**config.mk**
```make
export PLATFORM = sky130hd
export DESIGN_NAME = elapsed_time_matrix_renderer_core
export DESIGN_NICKNAME = d
export VERILOG_FILES = /design/src/hdl/etmr_pkg.sv /design/src/hdl/elapsed_time_matrix_renderer_core.sv /design/src/hdl/etmr_ram.sv /design/src/hdl/etmr_prep.sv
export VERILOG_INCLUDE_DIRS = /design/src /design/src/hdl
export SDC_FILE = /design/constraint.sdc
export NUM_CORES = 1
export LEC_CHECK = 0
export BUFFER_PORTS_ARGS = -buffer_cell sky130_fd_sc_hd__clkbuf_2
export CAP_MARGIN = 20
export CORE_UTILIZATION = 55
export CTS_BUF_LIST = sky130_fd_sc_hd__clkbuf_8
export CTS_CLUSTER_SIZE = 28
export DETAILED_ROUTE_END_ITERATION = 12
export GPL_TIMING_DRIVEN = 0
export PLACE_DENSITY = 0.74
export SYNTH_ARGS = -nofsm -noshare
export SYNTH_HDL_FRONTEND = slang
export SYNTH_MEMORY_MAX_BITS = 65536
export SYNTH_SLANG_ARGS = --single-unit
```
**constraint.sdc**
```tcl
create_clock -name aclk -period 5.1 [get_ports aclk]
set_input_delay 1.02 -clock aclk [delete_from_list [all_inputs] [get_ports aclk]]
set_output_delay 1.02 -clock aclk [all_outputs]
set_load 0.05 [all_outputs]
```
**src/hdl/elapsed_time_matrix_renderer_core_assert.svh**
```systemverilog
// Assertion macros shared by the elapsed-time matrix renderer RTL.
`ifndef ELAPSED_TIME_MATRIX_RENDERER_CORE_ASSERT_SVH
`define ELAPSED_TIME_MATRIX_RENDERER_CORE_ASSERT_SVH

// Condition must hold in the same cycle as the trigger.
`define ETMR_ASSERT_HOLDS(label, ante, cons) \
    label: assert property (@(posedge aclk) disable iff (!aresetn) (ante) |-> (cons)) \
        else $error("etmr: same-cycle check failed");

// Condition must hold in the cycle after the trigger.
`define ETMR_ASSERT_NEXT(label, ante, cons) \
    label: assert property (@(posedge aclk) disable iff (!aresetn) (ante) |=> (cons)) \
        else $error("etmr: next-cycle check failed");

`endif

```
**src/hdl/etmr_pkg.sv**
```systemverilog
// Shared types, constants and font table for the elapsed-time matrix renderer.
`timescale 1ns / 1ps

package etmr_pkg;

    // Field widths.
    localparam int TIME_W = 16;
    localparam int MODE_W = 2;
    localparam int SEC_W  = 20;
    localparam int ROW_W  = 3;
    localparam int PIX_W  = 32;

    // Frame buffer: two banks of eight rows.
    localparam int FRAME_ROWS = 8;
    localparam int RAM_DEPTH  = 2 * FRAME_ROWS;
    localparam int RAM_AW     = $clog2(RAM_DEPTH);

    // Time arithmetic.
    localparam logic [TIME_W-1:0] TIME_LIMIT = 16'd35999;
    localparam int SECS_PER_HOUR = 3600;
    localparam int SECS_PER_MIN  = 60;
    localparam int MAX_HOURS     = 9;
    localparam logic [16:0] MIN_RECIP = 17'd34953;
    localparam int MIN_SHIFT = 21;

    // Progress bar: 63 * elapsed needs 26 bits.
    localparam int BAR_W = SEC_W + 6;

    // Play mode codes.
    localparam logic [MODE_W-1:0] MODE_NONE  = 2'd0;
    localparam logic [MODE_W-1:0] MODE_PLAY  = 2'd1;
    localparam logic [MODE_W-1:0] MODE_PAUSE = 2'd2;
    localparam logic [MODE_W-1:0] MODE_STOP  = 2'd3;

    // Glyph codes beyond the ten digits.
    localparam logic [3:0] GLYPH_COLON = 4'd10;
    localparam logic [3:0] GLYPH_PLAY  = 4'd11;
    localparam logic [3:0] GLYPH_PAUSE = 4'd12;
    localparam logic [3:0] GLYPH_STOP  = 4'd13;

    // Special rows.
    localparam logic [ROW_W-1:0] BLANK_ROW    = 3'd5;
    localparam logic [ROW_W-1:0] BAR_ROW_ODD  = 3'd6;
    localparam logic [ROW_W-1:0] LAST_ROW     = 3'd7;

    // Cell origins (left column of each 8-wide cell).
    localparam logic [4:0] X_ICON      = 5'd0;
    localparam logic [4:0] X_HOURS     = 5'd7;
    localparam logic [4:0] X_COLON_H   = 5'd11;
    localparam logic [4:0] X_MIN_TENS  = 5'd13;
    localparam logic [4:0] X_MIN_UNITS = 5'd17;
    localparam logic [4:0] X_COLON_M   = 5'd21;
    localparam logic [4:0] X_SEC_TENS  = 5'd23;
    localparam logic [4:0] X_SEC_UNITS = 5'd27;

    // Everything the row drawer needs to know about one frame.
    typedef struct packed {
        logic [MODE_W-1:0] mode;
        logic              hour_mode;
        logic [3:0]        hours;
        logic [3:0]        min_tens;
        logic [3:0]        min_units;
        logic [3:0]        sec_tens;
        logic [3:0]        sec_units;
        logic              bar_dark;
        logic [5:0]        bar_level;
    } frame_params_t;

    // 3x5 font: five row bytes, top row in the upper byte.
    function automatic logic [39:0] font_glyph(input logic [3:0] glyph);
        logic [39:0] v;
        case (glyph)
            4'd0:        v = 40'h2050505020;
            4'd1:        v = 40'h2060202070;
            4'd2:        v = 40'h6010204070;
            4'd3:        v = 40'h6010601060;
            4'd4:        v = 40'h5050701010;
            4'd5:        v = 40'h7040601060;
            4'd6:        v = 40'h2040605020;
            4'd7:        v = 40'h7010202020;
            4'd8:        v = 40'h2050205020;
            4'd9:        v = 40'h2050301020;
            GLYPH_COLON: v = 40'h0040004000;
            GLYPH_PLAY:  v = 40'h4060706040;
            GLYPH_PAUSE: v = 40'h5050505050;
            GLYPH_STOP:  v = 40'h0070707000;
            default:     v = 40'h0;
        endcase
        return v;
    endfunction

    // One row byte of a glyph; rows below the glyph are dark.
    function automatic logic [7:0] glyph_row(input logic [3:0] glyph,
                                             input logic [ROW_W-1:0] row);
        logic [39:0] v;
        logic [7:0]  b;
        v = font_glyph(glyph);
        case (row)
            3'd0:    b = v[39:32];
            3'd1:    b = v[31:24];
            3'd2:    b = v[23:16];
            3'd3:    b = v[15:8];
            3'd4:    b = v[7:0];
            default: b = 8'h00;
        endcase
        return b;
    endfunction

endpackage

```
**src/hdl/elapsed_time_matrix_renderer_core.sv**
```systemverilog
// Elapsed-time matrix renderer: top level with row drawer, frame buffer and row reader.
`timescale 1ns / 1ps
`include "elapsed_time_matrix_renderer_core_assert.svh"

// Usage:
// The input channel (s_valid/s_ready) takes one frame description per transfer:
// a time in seconds, a play mode and an elapsed/total pair for the progress bar.
// The result channel (m_valid/m_ready) returns eight row words per frame, row 0
// first, with m_last_row set on row 7.
// An input transfer passes through the prep stage (digit split and a
// one-bit-per-cycle bar division), then the drawer writes one row per cycle into
// a two-bank frame RAM, and the reader streams a complete bank out through a
// two-entry output buffer. The prep stage takes a new frame only as it hands the
// last one to the drawer; the single write port of the frame RAM takes one row a
// cycle, and its read port matches that rate while the receiver keeps up.
// When the receiver stalls, the output buffer fills, reads stop, the drawer
// stops once both banks are full, and s_ready drops; nothing is lost.
// Synchronous active-low reset empties all stages; the RAM needs no clearing.
module elapsed_time_matrix_renderer_core (
    input  logic                        aclk,
    input  logic                        aresetn,
    input  logic                        s_valid,
    output logic                        s_ready,
    input  logic [etmr_pkg::TIME_W-1:0] s_time_seconds,
    input  logic [etmr_pkg::MODE_W-1:0] s_play_mode,
    input  logic [etmr_pkg::SEC_W-1:0]  s_elapsed_seconds,
    input  logic [etmr_pkg::SEC_W-1:0]  s_total_seconds,
    output logic                        m_valid,
    input  logic                        m_ready,
    output logic [etmr_pkg::ROW_W-1:0]  m_row_index,
    output logic [etmr_pkg::PIX_W-1:0]  m_row_pixels,
    output logic                        m_last_row
);

    // Overwrite one 8-wide cell; only glyph columns inside the frame land.
    function automatic logic [31:0] put_cell(input logic [31:0] acc,
                                             input logic [7:0] bits,
                                             input logic [4:0] x0,
                                             input logic en);
        logic [7:0]  rev;
        logic [39:0] span;
        logic [39:0] ink;
        for (int c = 0; c < 8; c++) begin
            rev[c] = bits[7 - c];
        end
        span = 40'hFF << x0;
        ink  = {32'b0, rev} << x0;
        return en ? ((acc & ~span[31:0]) | ink[31:0]) : acc;
    endfunction

    // Build one row of the frame from its description.
    function automatic logic [31:0] build_row(input etmr_pkg::frame_params_t p,
                                              input logic [etmr_pkg::ROW_W-1:0] r);
        logic [31:0] acc;
        logic [3:0]  icon;
        acc = '0;
        case (p.mode)
            etmr_pkg::MODE_PLAY:  icon = etmr_pkg::GLYPH_PLAY;
            etmr_pkg::MODE_PAUSE: icon = etmr_pkg::GLYPH_PAUSE;
            default:              icon = etmr_pkg::GLYPH_STOP;
        endcase
        if (r < etmr_pkg::BLANK_ROW) begin
            acc = put_cell(acc, etmr_pkg::glyph_row(icon, r), etmr_pkg::X_ICON,
                           p.mode != etmr_pkg::MODE_NONE);
            acc = put_cell(acc, etmr_pkg::glyph_row(p.hours, r), etmr_pkg::X_HOURS,
                           p.hour_mode);
            acc = put_cell(acc, etmr_pkg::glyph_row(etmr_pkg::GLYPH_COLON, r),
                           etmr_pkg::X_COLON_H, p.hour_mode);
            acc = put_cell(acc, etmr_pkg::glyph_row(p.min_tens, r), etmr_pkg::X_MIN_TENS,
                           p.hour_mode || (p.min_tens != 4'd0));
            acc = put_cell(acc, etmr_pkg::glyph_row(p.min_units, r),
                           etmr_pkg::X_MIN_UNITS, 1'b1);
            acc = put_cell(acc, etmr_pkg::glyph_row(etmr_pkg::GLYPH_COLON, r),
                           etmr_pkg::X_COLON_M, 1'b1);
            acc = put_cell(acc, etmr_pkg::glyph_row(p.sec_tens, r), etmr_pkg::X_SEC_TENS,
                           1'b1);
            acc = put_cell(acc, etmr_pkg::glyph_row(p.sec_units, r),
                           etmr_pkg::X_SEC_UNITS, 1'b1);
        end else if (r == etmr_pkg::BAR_ROW_ODD) begin
            for (int i = 0; i < 32; i++) begin
                acc[i] = !p.bar_dark && (6'(2 * i + 1) <= p.bar_level);
            end
        end else if (r == etmr_pkg::LAST_ROW) begin
            for (int i = 0; i < 32; i++) begin
                acc[i] = !p.bar_dark && (6'(2 * i) <= p.bar_level);
            end
        end
        return acc;
    endfunction

    // Prep stage output.
    logic                    p_valid;
    logic                    p_ready;
    etmr_pkg::frame_params_t p_params;

    // Drawer state.
    logic                           d_busy_reg;
    logic [etmr_pkg::ROW_W-1:0]     d_row_reg;
    logic                           wbank_reg;
    etmr_pkg::frame_params_t        d_par_reg;
    logic                           d_finish;
    logic                           next_bank;
    logic                           bank_free;
    logic [etmr_pkg::PIX_W-1:0]     draw_pixels;

    // Bank state shared by drawer and reader.
    logic [1:0]                     full_reg;
    logic [1:0]                     full_next;

    // Reader and output buffer state.
    logic                           rbank_reg;
    logic [etmr_pkg::ROW_W-1:0]     r_row_reg;
    logic                           pend_reg;
    logic [etmr_pkg::ROW_W-1:0]     pend_row_reg;
    logic [1:0]                     cnt_reg;
    logic                           wptr_reg;
    logic                           rptr_reg;
    logic [etmr_pkg::ROW_W-1:0]     f_row_reg [2];
    logic [etmr_pkg::PIX_W-1:0]     f_pix_reg [2];
    logic [etmr_pkg::PIX_W-1:0]     rd_data;
    logic                           fifo_pop;
    logic [1:0]                     fill_after;
    logic                           rd_issue;
    logic                           rd_release;

    etmr_prep u_prep (
        .aclk              (aclk),
        .aresetn           (aresetn),
        .s_valid           (s_valid),
        .s_ready           (s_ready),
        .s_time_seconds    (s_time_seconds),
        .s_play_mode       (s_play_mode),
        .s_elapsed_seconds (s_elapsed_seconds),
        .s_total_seconds   (s_total_seconds),
        .p_valid           (p_valid),
        .p_ready           (p_ready),
        .p_params          (p_params)
    );

    // The drawer takes a new frame when idle or on its last row, into a free bank.
    // A bank whose last row is being read this cycle counts as free.
    assign d_finish  = d_busy_reg && (d_row_reg == etmr_pkg::LAST_ROW);
    assign next_bank = d_finish ? ~wbank_reg : wbank_reg;
    assign bank_free = !full_reg[next_bank] || (rd_release && (rbank_reg == next_bank));
    assign p_ready   = (!d_busy_reg || d_finish) && bank_free;

    assign draw_pixels = build_row(d_par_reg, d_row_reg);

    // Drawer control.
    always_ff @(posedge aclk) begin
        if (!aresetn) begin
            d_busy_reg <= 1'b0;
            d_row_reg  <= '0;
            wbank_reg  <= 1'b0;
        end else begin
            if (d_finish) begin
                wbank_reg <= ~wbank_reg;
            end
            if (p_valid && p_ready) begin
                d_busy_reg <= 1'b1;
                d_row_reg  <= '0;
            end else if (d_finish) begin
                d_busy_reg <= 1'b0;
            end else if (d_busy_reg) begin
                d_row_reg <= d_row_reg + 3'd1;
            end
        end
    end

    // Latched frame description for the drawer.
    always_ff @(posedge aclk) begin
        if (p_valid && p_ready) begin
            d_par_reg <= p_params;
        end
    end

    // Frame RAM: drawer writes rows, reader reads finished banks.
    etmr_ram #(
        .WIDTH (etmr_pkg::PIX_W),
        .DEPTH (etmr_pkg::RAM_DEPTH)
    ) u_frame_ram (
        .aclk    (aclk),
        .wr_en   (d_busy_reg),
        .wr_addr ({wbank_reg, d_row_reg}),
        .wr_data (draw_pixels),
        .rd_en   (rd_issue),
        .rd_addr ({rbank_reg, r_row_reg}),
        .rd_data (rd_data)
    );

    // Read only when the output buffer can take the returning row.
    assign fifo_pop   = m_valid && m_ready;
    assign fill_after = cnt_reg + {1'b0, pend_reg} - {1'b0, fifo_pop};
    assign rd_issue   = full_reg[rbank_reg] && (fill_after < 2'd2);
    assign rd_release = rd_issue && (r_row_reg == etmr_pkg::LAST_ROW);

    // A finished bank becomes full; a bank whose last row is read becomes free.
    always_comb begin
        full_next = full_reg;
        if (d_finish) begin
            full_next[wbank_reg] = 1'b1;
        end
        if (rd_release) begin
            full_next[rbank_reg] = 1'b0;
        end
    end

    // Bank flags and reader control.
    always_ff @(posedge aclk) begin
        if (!aresetn) begin
            full_reg  <= '0;
            rbank_reg <= 1'b0;
            r_row_reg <= '0;
            pend_reg  <= 1'b0;
            cnt_reg   <= '0;
            wptr_reg  <= 1'b0;
            rptr_reg  <= 1'b0;
        end else begin
            full_reg <= full_next;
            if (rd_release) begin
                rbank_reg <= ~rbank_reg;
            end
            if (rd_issue) begin
                r_row_reg <= r_row_reg + 3'd1;
            end
            pend_reg <= rd_issue;
            cnt_reg  <= cnt_reg + {1'b0, pend_reg} - {1'b0, fifo_pop};
            if (pend_reg) begin
                wptr_reg <= ~wptr_reg;
            end
            if (fifo_pop) begin
                rptr_reg <= ~rptr_reg;
            end
        end
    end

    // Output buffer payload.
    always_ff @(posedge aclk) begin
        if (rd_issue) begin
            pend_row_reg <= r_row_reg;
        end
        if (pend_reg) begin
            f_row_reg[wptr_reg] <= pend_row_reg;
            f_pix_reg[wptr_reg] <= rd_data;
        end
    end

    // Result channel.
    assign m_valid      = (cnt_reg != 2'd0);
    assign m_row_index  = f_row_reg[rptr_reg];
    assign m_row_pixels = f_pix_reg[rptr_reg];
    assign m_last_row   = (f_row_reg[rptr_reg] == etmr_pkg::LAST_ROW);

    // The drawer never writes into a bank that still waits to be read.
    `ETMR_ASSERT_HOLDS(a_draw_bank_free, d_busy_reg, !full_reg[wbank_reg])
    // A returning row always finds room in the output buffer.
    `ETMR_ASSERT_HOLDS(a_buffer_room, pend_reg && !fifo_pop, cnt_reg != 2'd2)
    // Reading the last row of a bank hands that bank back to the drawer.
    `ETMR_ASSERT_NEXT(a_bank_released, rd_release, !full_reg[~rbank_reg])
    // Finishing a bank and releasing a bank never hit the same bank.
    `ETMR_ASSERT_HOLDS(a_bank_disjoint, d_finish && rd_release, wbank_reg != rbank_reg)

endmodule

```
**src/hdl/etmr_ram.sv**
```systemverilog
// Generic simple dual-port RAM with one write port and a registered read port.
`timescale 1ns / 1ps

module etmr_ram #(
    parameter int WIDTH = 32,
    parameter int DEPTH = 16
) (
    input  logic                     aclk,
    input  logic                     wr_en,
    input  logic [$clog2(DEPTH)-1:0] wr_addr,
    input  logic [WIDTH-1:0]         wr_data,
    input  logic                     rd_en,
    input  logic [$clog2(DEPTH)-1:0] rd_addr,
    output logic [WIDTH-1:0]         rd_data
);

    logic [WIDTH-1:0] mem_reg [DEPTH];

    // Write port and registered read port.
    always_ff @(posedge aclk) begin
        if (wr_en) begin
            mem_reg[wr_addr] <= wr_data;
        end
        if (rd_en) begin
            rd_data <= mem_reg[rd_addr];
        end
    end

endmodule

```
**src/hdl/etmr_prep.sv**
```systemverilog
// Input stage: splits the time into digits and divides out the progress bar level.
`timescale 1ns / 1ps

module etmr_prep (
    input  logic                            aclk,
    input  logic                            aresetn,
    input  logic                            s_valid,
    output logic                            s_ready,
    input  logic [etmr_pkg::TIME_W-1:0]     s_time_seconds,
    input  logic [etmr_pkg::MODE_W-1:0]     s_play_mode,
    input  logic [etmr_pkg::SEC_W-1:0]      s_elapsed_seconds,
    input  logic [etmr_pkg::SEC_W-1:0]      s_total_seconds,
    output logic                            p_valid,
    input  logic                            p_ready,
    output etmr_pkg::frame_params_t         p_params
);

    // Work phases after the input transfer.
    localparam logic [2:0] PH_SPLIT  = 3'd0;
    localparam logic [2:0] PH_SUB    = 3'd1;
    localparam logic [2:0] PH_DIGITS = 3'd2;
    localparam logic [2:0] PH_LAST   = 3'd6;

    logic busy_reg;
    logic done_reg;
    logic [2:0] phase_reg;

    logic [etmr_pkg::TIME_W-1:0] time_reg;
    logic [etmr_pkg::MODE_W-1:0] mode_reg;
    logic                        dark_reg;
    logic [etmr_pkg::BAR_W-1:0]  rem_reg;
    logic [etmr_pkg::BAR_W-2:0]  div_reg;
    logic                        full_reg;
    logic [5:0]                  quot_reg;
    logic [3:0]                  hours_reg;
    logic [9:0]                  tmin_reg;
    logic [5:0]                  mins_reg;
    logic [5:0]                  secs_reg;
    logic [3:0]                  min_tens_reg;
    logic [3:0]                  min_units_reg;
    logic [3:0]                  sec_tens_reg;
    logic [3:0]                  sec_units_reg;

    logic                        accept;
    logic [etmr_pkg::TIME_W-1:0] time_sat;
    logic [etmr_pkg::BAR_W-1:0]  elapsed_x63;
    logic [3:0]                  hours_calc;
    logic [32:0]                 min_prod;
    logic [9:0]                  tmin_calc;
    logic [5:0]                  mins_calc;
    logic [5:0]                  secs_calc;
    logic [3:0]                  min_tens_calc;
    logic [3:0]                  sec_tens_calc;
    logic [3:0]                  min_units_calc;
    logic [3:0]                  sec_units_calc;
    logic                        div_ge;

    assign accept  = s_valid && s_ready;
    assign s_ready = !busy_reg || (done_reg && p_ready);
    assign p_valid = done_reg;

    // Saturate the time and form 63 * elapsed as a shift and subtract.
    assign time_sat = (s_time_seconds > etmr_pkg::TIME_LIMIT) ? etmr_pkg::TIME_LIMIT
                                                               : s_time_seconds;
    assign elapsed_x63 = {s_elapsed_seconds, 6'b0} - {6'b0, s_elapsed_seconds};

    // Hours by comparing against each whole hour.
    always_comb begin
        hours_calc = '0;
        for (int h = 1; h <= etmr_pkg::MAX_HOURS; h++) begin
            if (time_reg >= etmr_pkg::TIME_W'(h * etmr_pkg::SECS_PER_HOUR)) begin
                hours_calc = hours_calc + 4'd1;
            end
        end
    end

    // Total minutes by a reciprocal multiply; exact for times up to the limit.
    assign min_prod  = {17'b0, time_reg} * {16'b0, etmr_pkg::MIN_RECIP};
    assign tmin_calc = min_prod[etmr_pkg::MIN_SHIFT +: 10];

    // Minutes within the hour and seconds within the minute.
    assign mins_calc = 6'(tmin_reg - 10'(hours_reg) * 10'd60);
    assign secs_calc = 6'(time_reg - 16'(tmin_reg) * 16'(etmr_pkg::SECS_PER_MIN));

    // Tens digits by comparison, units by subtraction.
    always_comb begin
        min_tens_calc = '0;
        sec_tens_calc = '0;
        for (int k = 1; k <= 5; k++) begin
            if (mins_reg >= 6'(10 * k)) begin
                min_tens_calc = min_tens_calc + 4'd1;
            end
            if (secs_reg >= 6'(10 * k)) begin
                sec_tens_calc = sec_tens_calc + 4'd1;
            end
        end
        min_units_calc = 4'(mins_reg - 6'(min_tens_calc) * 6'd10);
        sec_units_calc = 4'(secs_reg - 6'(sec_tens_calc) * 6'd10);
    end

    // One restoring division step in each phase after the split.
    assign div_ge = rem_reg >= {1'b0, div_reg};

    // Phase sequencing and handshake state.
    always_ff @(posedge aclk) begin
        if (!aresetn) begin
            busy_reg  <= 1'b0;
            done_reg  <= 1'b0;
            phase_reg <= PH_SPLIT;
        end else if (accept) begin
            busy_reg  <= 1'b1;
            done_reg  <= 1'b0;
            phase_reg <= PH_SPLIT;
        end else if (p_valid && p_ready) begin
            busy_reg <= 1'b0;
            done_reg <= 1'b0;
        end else if (busy_reg && !done_reg) begin
            phase_reg <= phase_reg + 3'd1;
            if (phase_reg == PH_LAST) begin
                done_reg <= 1'b1;
            end
        end
    end

    // Datapath registers.
    always_ff @(posedge aclk) begin
        if (accept) begin
            time_reg <= time_sat;
            mode_reg <= s_play_mode;
            dark_reg <= (s_total_seconds == '0);
            rem_reg  <= elapsed_x63;
            div_reg  <= {s_total_seconds, 5'b0};
            quot_reg <= '0;
        end else if (busy_reg && !done_reg) begin
            case (phase_reg)
                PH_SPLIT: begin
                    hours_reg <= hours_calc;
                    tmin_reg  <= tmin_calc;
                    full_reg  <= rem_reg >= {div_reg, 1'b0};
                end
                PH_SUB: begin
                    mins_reg <= mins_calc;
                    secs_reg <= secs_calc;
                end
                PH_DIGITS: begin
                    min_tens_reg  <= min_tens_calc;
                    min_units_reg <= min_units_calc;
                    sec_tens_reg  <= sec_tens_calc;
                    sec_units_reg <= sec_units_calc;
                end
                default: begin
                end
            endcase
            // Six quotient bits, most significant first.
            if (phase_reg != PH_SPLIT) begin
                if (div_ge) begin
                    rem_reg <= rem_reg - {1'b0, div_reg};
                end
                quot_reg <= {quot_reg[4:0], div_ge};
                div_reg  <= div_reg >> 1;
            end
        end
    end

    // Frame description handed to the row drawer.
    always_comb begin
        p_params.mode      = mode_reg;
        p_params.hour_mode = time_reg >= etmr_pkg::TIME_W'(etmr_pkg::SECS_PER_HOUR);
        p_params.hours     = hours_reg;
        p_params.min_tens  = min_tens_reg;
        p_params.min_units = min_units_reg;
        p_params.sec_tens  = sec_tens_reg;
        p_params.sec_units = sec_units_reg;
        p_params.bar_dark  = dark_reg;
        p_params.bar_level = full_reg ? 6'h3F : quot_reg;
    end

endmodule

```
[Word-level counts from Yosys, hierarchy flattened]
Memory sizes are Yosys's and may differ from the RTL's. A register that Yosys moved wholly into a read port is not among the register bits.
Index checks and enable logic that the tools add are counted.
Cells by class
  add/subtract/negate cells: 27
  $mul: 5
  $lt $le $gt $ge: 93
  equal/unequal tests: 14
  muxes and demuxes: 76
  bitwise logic cells: 18
  reduce and logical (&&, ||, !) cells: 109
Operator list (count)
  $pmux 8 s5: 6
  $le 6x6->1 const A: 32
  $mux 26: 4
  $le 5x6->1 const A: 16
  $mux 32: 3
  $mux 4: 21
  $ge 16x15->1 const B: 5
  $logic_and 1x1->1: 75
  $mux 25: 3
  $mux 8: 8
  $add 4x1->4 const B: 13
  $le 4x6->1 const A: 8
  $mux 17: 2
  $ge 16x14->1 const B: 2
  $or 27x32->32: 1
  $mul 16x16->31 const B: 1
  $or 23x27->27: 1
  $ge 26x25->1: 1
  $ge 26x26->1: 1
  $sub 26x20->26: 1
  $sub 26x25->26: 1
  $ge 6x5->1 const B: 4
  $ge 6x6->1 const B: 4
  $le 3x6->1 const A: 4
  51 further kinds: 125
Word-level totals
  register bits: 173
  bits in writable memories: 582
  ROM bits: 1440
  bits of input ports: 62
  word-level logic and storage cells: 390
  memories: 9
Memories
  u_frame_ram.mem_reg: words 16, bits a word 32, read ports 1, clocked after Yosys merged registers in 1, wr ports 1, RTL line etmr_ram.sv:17  | logic [WIDTH-1:0] mem_reg [DEPTH];
  (name not given): words 16, bits a word 15, read ports 1, clocked after Yosys merged registers in 0, wr ports 0, RTL line etmr_pkg.sv:72  | case (glyph)
  (name not given): words 16, bits a word 15, read ports 1, clocked after Yosys merged registers in 1, wr ports 0, RTL line etmr_pkg.sv:72
  (name not given): words 16, bits a word 15, read ports 1, clocked after Yosys merged registers in 1, wr ports 0, RTL line etmr_pkg.sv:72
  (name not given): words 16, bits a word 15, read ports 1, clocked after Yosys merged registers in 1, wr ports 0, RTL line etmr_pkg.sv:72
  (name not given): words 16, bits a word 15, read ports 1, clocked after Yosys merged registers in 1, wr ports 0, RTL line etmr_pkg.sv:72
  3 more memories

[Longest topological paths before layout]
  depth in word-level cells: 18
  mapped depth: 24

[Modules after synthesis]
From an unflattened synthesis, not the netlist that was laid out.
Unflattened totals
  cell total of the unflattened synthesis: 2793
  area, all modules: 40319.9 µm²
Modules (own cells, without submodules)
  etmr_ram: instances 1, cells an instance 838, area each 20155.6 µm²
  etmr_prep: instances 1, cells an instance 1142, area each 10859.2 µm²
  elapsed_time_matrix_renderer_core: instances 1, cells an instance 813, area each 9305.2 µm²

[Least setup slack after synthesis]
OpenSTA, ideal clock, no wires.
  path kind: input port to flip-flop
  from: input m_ready
  to: register u_prep.rem_reg[0] (netlist bit), enable pin
  library setup time: 445 ps
  arrival time: 5304 ps
  required time: 4655 ps
  slack: -649 ps
  cell stages on the path: 12
  path buffers: 1
  cell sequence: and2_1 -> ha_1 -> inv_1 -> ha_1 -> xor3_1 -> nor2_4 -> nand3b_1 -> a311oi_4 -> nand2b_1 -> nand2_1 -> clkbuf_1 -> o21ai_0
Between the ends
  word-level cells in the longest chain between the ends: 13
  elaborated cells between the ends (all ways): 15
  those cells by class: add/sub: 1; order compare: 1; reduce/logical: 13
RTL lines
  start: declaration: RTL line elapsed_time_matrix_renderer_core.sv:29  | input logic m_ready,
  $logic_and 1x1->1 *: RTL line elapsed_time_matrix_renderer_core.sv:192  | assign fifo_pop = m_valid && m_ready;
  $sub 2x1->2 *: RTL line elapsed_time_matrix_renderer_core.sv:193  | assign fill_after = cnt_reg + {1'b0, pend_reg} - {1'b0, fifo_pop};
  $lt 2x2->1 *: RTL line elapsed_time_matrix_renderer_core.sv:194  | assign rd_issue = full_reg[rbank_reg] && (fill_after < 2'd2);
  $logic_and 1x1->1 *: RTL line elapsed_time_matrix_renderer_core.sv:194
  via rd_issue: RTL line elapsed_time_matrix_renderer_core.sv:123  | logic rd_issue;
  $logic_and 1x1->1 *: RTL line elapsed_time_matrix_renderer_core.sv:195  | assign rd_release = rd_issue && (r_row_reg == etmr_pkg::LAST_ROW);
  $logic_and 1x1->1 *: RTL line elapsed_time_matrix_renderer_core.sv:144  | assign bank_free = !full_reg[next_bank] || (rd_release && (rbank_reg == next_bank));
  $logic_or 1x1->1 *: RTL line elapsed_time_matrix_renderer_core.sv:144
  $logic_and 1x1->1 *: RTL line elapsed_time_matrix_renderer_core.sv:145  | assign p_ready = (!d_busy_reg || d_finish) && bank_free;
  $logic_and 1x1->1 *: RTL line etmr_prep.sv:59  | assign s_ready = !busy_reg || (done_reg && p_ready);
  $logic_or 1x1->1 *: RTL line etmr_prep.sv:59
  via s_ready: RTL line elapsed_time_matrix_renderer_core.sv:23  | output logic s_ready,
  $logic_and 1x1->1 *: RTL line etmr_prep.sv:58  | assign accept = s_valid && s_ready;
  $reduce_bool 2->1 (no source line)
  $reduce_and 3->1 (no source line) *
  end signal: assignment: RTL line etmr_prep.sv:131  | rem_reg <= elapsed_x63;
  end signal: assignment: RTL line etmr_prep.sv:157  | rem_reg <= rem_reg - {1'b0, div_reg};
  end: declaration: RTL line etmr_prep.sv:31  | logic [etmr_pkg::BAR_W-1:0] rem_reg;
Mark *: on every way through the listed nets, which the timed path passes. The rest lies on a longest branch.
A chain may end at the register's enable or synchronous reset.

[Final worst setup path]
  from: register u_prep.time_reg[8] (netlist bit)
  to: register u_prep.hours_reg[1] (data pin)
Between the ends
  word-level cells in the longest chain between the ends: 18
  elaborated cells between the ends (all ways): 26
  those cells by class: add/sub: 8; order compare: 9; mux: 9
RTL lines
  start: declaration: RTL line etmr_prep.sv:28  | logic [etmr_pkg::TIME_W-1:0] time_reg;
  start signal: assignment: RTL line etmr_prep.sv:128  | time_reg <= time_sat;
  $ge 16x12->1: RTL line etmr_prep.sv:71  | if (time_reg >= etmr_pkg::TIME_W'(h * etmr_pkg::SECS_PER_HOUR)) begin
  $mux 1: RTL line etmr_prep.sv:71
  $add 1x1->2: RTL line etmr_prep.sv:72  | hours_calc = hours_calc + 4'd1;
  $mux 4: RTL line etmr_prep.sv:71
  $add 4x1->4: RTL line etmr_prep.sv:72
  $mux 4: RTL line etmr_prep.sv:71
  $add 4x1->4: RTL line etmr_prep.sv:72
  $mux 4: RTL line etmr_prep.sv:71
  [... 3 more ...]
  $mux 4: RTL line etmr_prep.sv:71
  $add 4x1->4: RTL line etmr_prep.sv:72
  $mux 4: RTL line etmr_prep.sv:71
  $add 4x1->4: RTL line etmr_prep.sv:72
  $mux 4: RTL line etmr_prep.sv:71
  $add 4x1->4: RTL line etmr_prep.sv:72
  $mux 4 *: RTL line etmr_prep.sv:71
  via u_prep.hours_calc[1]: RTL line etmr_prep.sv:47  | logic [3:0] hours_calc;
  end signal: assignment: RTL line etmr_prep.sv:137  | hours_reg <= hours_calc;
  end: declaration: RTL line etmr_prep.sv:35  | logic [3:0] hours_reg;
Marks and branches as above.

==> out/metrics.yaml <==
cells_and_area:
  drive_gt1_share_pct: 22.6
  syn2layout_area_growth_pct: 14.3
  final_nets: 3359
  largest_reg_flops: 512
  final_cells: 4099
cts:
  numCtsBuffers: 137
  insertion_delay_ns: 0.80
  cts_max_level: 4
  clock-root-buffer: "clkbuf_8"
  clkSinkCount: 854
  clk_pin_slew_ns: 0.06
  cts_tree: "built"
  clock_path_buffers: 3
floorplanning:
  dieArea_um2: 74000
  die_x_um: 272
  io_pins: 100
  rows: 98
  die_h_um: 272
  core_area_um2: 71900
  start_util_pct: 55.8
placement:
  portBuffers: 99
  hpwlAfterDp_mm: 62.5
  pre_cts_ws_ns: -1.26
  gp_congestion: 0.935
  dp.cells: 3792
synthesis:
  ys.warnings.count: 0
  synth_cells: 2706
  synth_fp_nets: 3022
  async_reset_ff_share_pct: 0
  syn_area_um2: 40100
  synth_top_cells_by_area: "edfxtp_1 56%, mux4_2 9.1%, ha_1 7.2%"
  synth.top_cell.area_share_pct: 56.2
  synth_cell_types: 93
  synth-main-ff-cell: "edfxtp_1"
  synth-edff-count: 751
  ys_seq_area_share_pct: 61.3
  synth_area_leader_cell: "edfxtp_1"
  synth.avg_cell_area_um2: 14.8
  ys_seq_elements: 854
critical_path:
  crit_arrival_ns: 5.84
  end_kind: "register"
  path_class: "register to register"
  required_ns: 5.62
  crit_path_max_fanout: 4
  crit_path_start_kind: "register"
sta:
  fin_crit_sh_pct: 104
  rsz0062_at_grt: "yes"
  finalHoldViolations: 0
  slew_headroom_pct: 23.2
  drv_slew: 0
  fin_skew_ns: 0.0458
  worst_pin_slew_ns: 1.15
  worst_slack_ns: -0.219
  setup_viol: 3
  fmax_mhz: 188
  post-route-min-period_ns: 5.32
global_routing:
  grt_pass1_vias: 24800
  grt.overflow.total: 0
  grt.total_usage_pct: 25.5
  grt_start_max_net_pins: 40
  grt_pass1_wl_mm: 142
  antenna_found_initial: 1
power_and_ir_drop:
  p_per_area_nw_per_um2: 348
  ir_drop_mv: 0.215
  p_total_mw: 15.9
  p_leak_nw: 16.6
worst_hold_path:
  hp-class: "register to register"
drt:
  via_per_inst: 5.94
  first_pass_iters: 8
  drt-initial-drc-count: 2210
  dr_total_vias: 24400
  ant_nets: 0
  drt-total-wl_mm: 93.5
  route.detailed.drc: 0
  wl_per_cell_um: 22.8
flow_run:
  cap_violations: 0
status:
  status: "complete, but fails checks"
  violations: "setup timing"
-- synth_stat cells (24+ instances only) --
cell type and count:
xnor2_1 72, o21ai_1 26, nand2_1 184, ha_1 230, xor2_1 26, inv_1 171
a21o_1 43, mux2_2 48, nor2_1 95, nor2b_1 24, and2_1 32, dfxtp_1 103
nand3_1 25, mux2i_1 32, nand2b_1 30, mux4_2 162, o21ai_0 99, edfxtp_1 751
nor3_1 29, a21oi_1 121, fa_1 24, clkbuf_1 58
-- critical path: stages, from the launching register on --
cell	delay, ns
edfxtp_1	0.43
or3_4	0.41
or3_1	0.32
a41o_2	0.24
inv_2	0.07
ha_4	0.21
or4_4	0.45
o2111ai_4	0.23
a311oi_4	0.09
ha_4	0.31
mux2i_1	0.09
a221oi_2	0.30
ha_1	0.31
mux2i_2	0.21
xnor2_1	0.10
a21o_1	0.20
ha_1	0.29
mux2_4	0.30
ha_4	0.23
mux2_2	0.25
-- where the power goes --
group | switching, mW | leakage (nW) | internal, mW
Clock | 2.69 | 1.49 | 2.88
Sequential | 0.0927 | 7.42 | 7.74
Combinational | 1.40 | 7.65 | 1.14
-- stage by stage --
step                TNS [ns]  cell area, µm²  hold slack (ns)  util, %
CTS                   -0.595           45400            0.354     63.2
detailed placement   -160.41           42500            0.407     59.2
floorplan             -0.241           40200            0.400        -
global route           -1.41           45800            0.383     63.8
global placement     -247.89           41900            0.401     58.3
finish                -0.573           45800            0.413     63.8
-- area by class of cell --
type | instances | area, µm²
repair buffers | 197 | 1600
diodes | 2 | 5.00
inverters | 174 | 653
fillers | 5119 | 26000
clock buffers | 147 | 2020
multi-input cells | 1584 | 14800
clock inverters | 96 | 568
flip-flops and latches | 854 | 24600
plain buffers | 95 | 428
well taps | 950 | 1190
-- logic make-up after synthesis --
| logic type | share of synthesized area [%] |
|---|---|
| flip-flops | 61.3 |
| AND/OR/NAND/NOR | 6.20 |
| adder cells (fa/ha/maj) | 8.37 |
| AO/OA/AOI/OAI | 7.63 |
| buffers and inverters | 2.68 |
| XOR/XNOR | 2.43 |
| multiplexers | 11.3 |
-- placed cells by master, fill, tap and decap left out, types with 58 or more instances in the layout --
cell,count
a21oi_1,120
inv_1,213
nand2_1,182
dfxtp_1,103
nor2_1,94
o21ai_0,91
mux4_2,162
clkbuf_1,58
buf_4,61
ha_1,226
edfxtp_1,751
clkbuf_8,149
clkbuf_2,99
xnor2_1,70
-- layer usage --
layer,global-route usage (%),vias to the layer above,routed length (µm)
li1,-,11100,-
met1,32.5,12200,37800
met2,43.9,927,47100
met3,4.46,194,5640
met4,9.33,0,2890
met5,0,-,0
-- worst paths after layout --
path                 startpoint                      end  slack [ns]  cells after the start
max          u_prep.time_reg[8]      u_prep.hours_reg[1]       -0.22                     19
min          u_prep.secs_reg[0]  u_prep.sec_units_reg[0]        0.41                      0
max reg2reg  u_prep.time_reg[8]      u_prep.hours_reg[1]       -0.22                     19
min reg2reg  u_prep.secs_reg[0]  u_prep.sec_units_reg[0]        0.41                      0
-- timing repair --
| action | CTS | global route |
|---|---|---|
| pin swaps | 9 | 15 |
| setup endpoints to repair | 166 | 17 |
| resized for setup | 18 | 21 |
| buffers inserted | 26 | 19 |
| cloned | 1 | 1 |
| hold buffers | 0 | 0 |
Power figures use the tool's default switching activity.
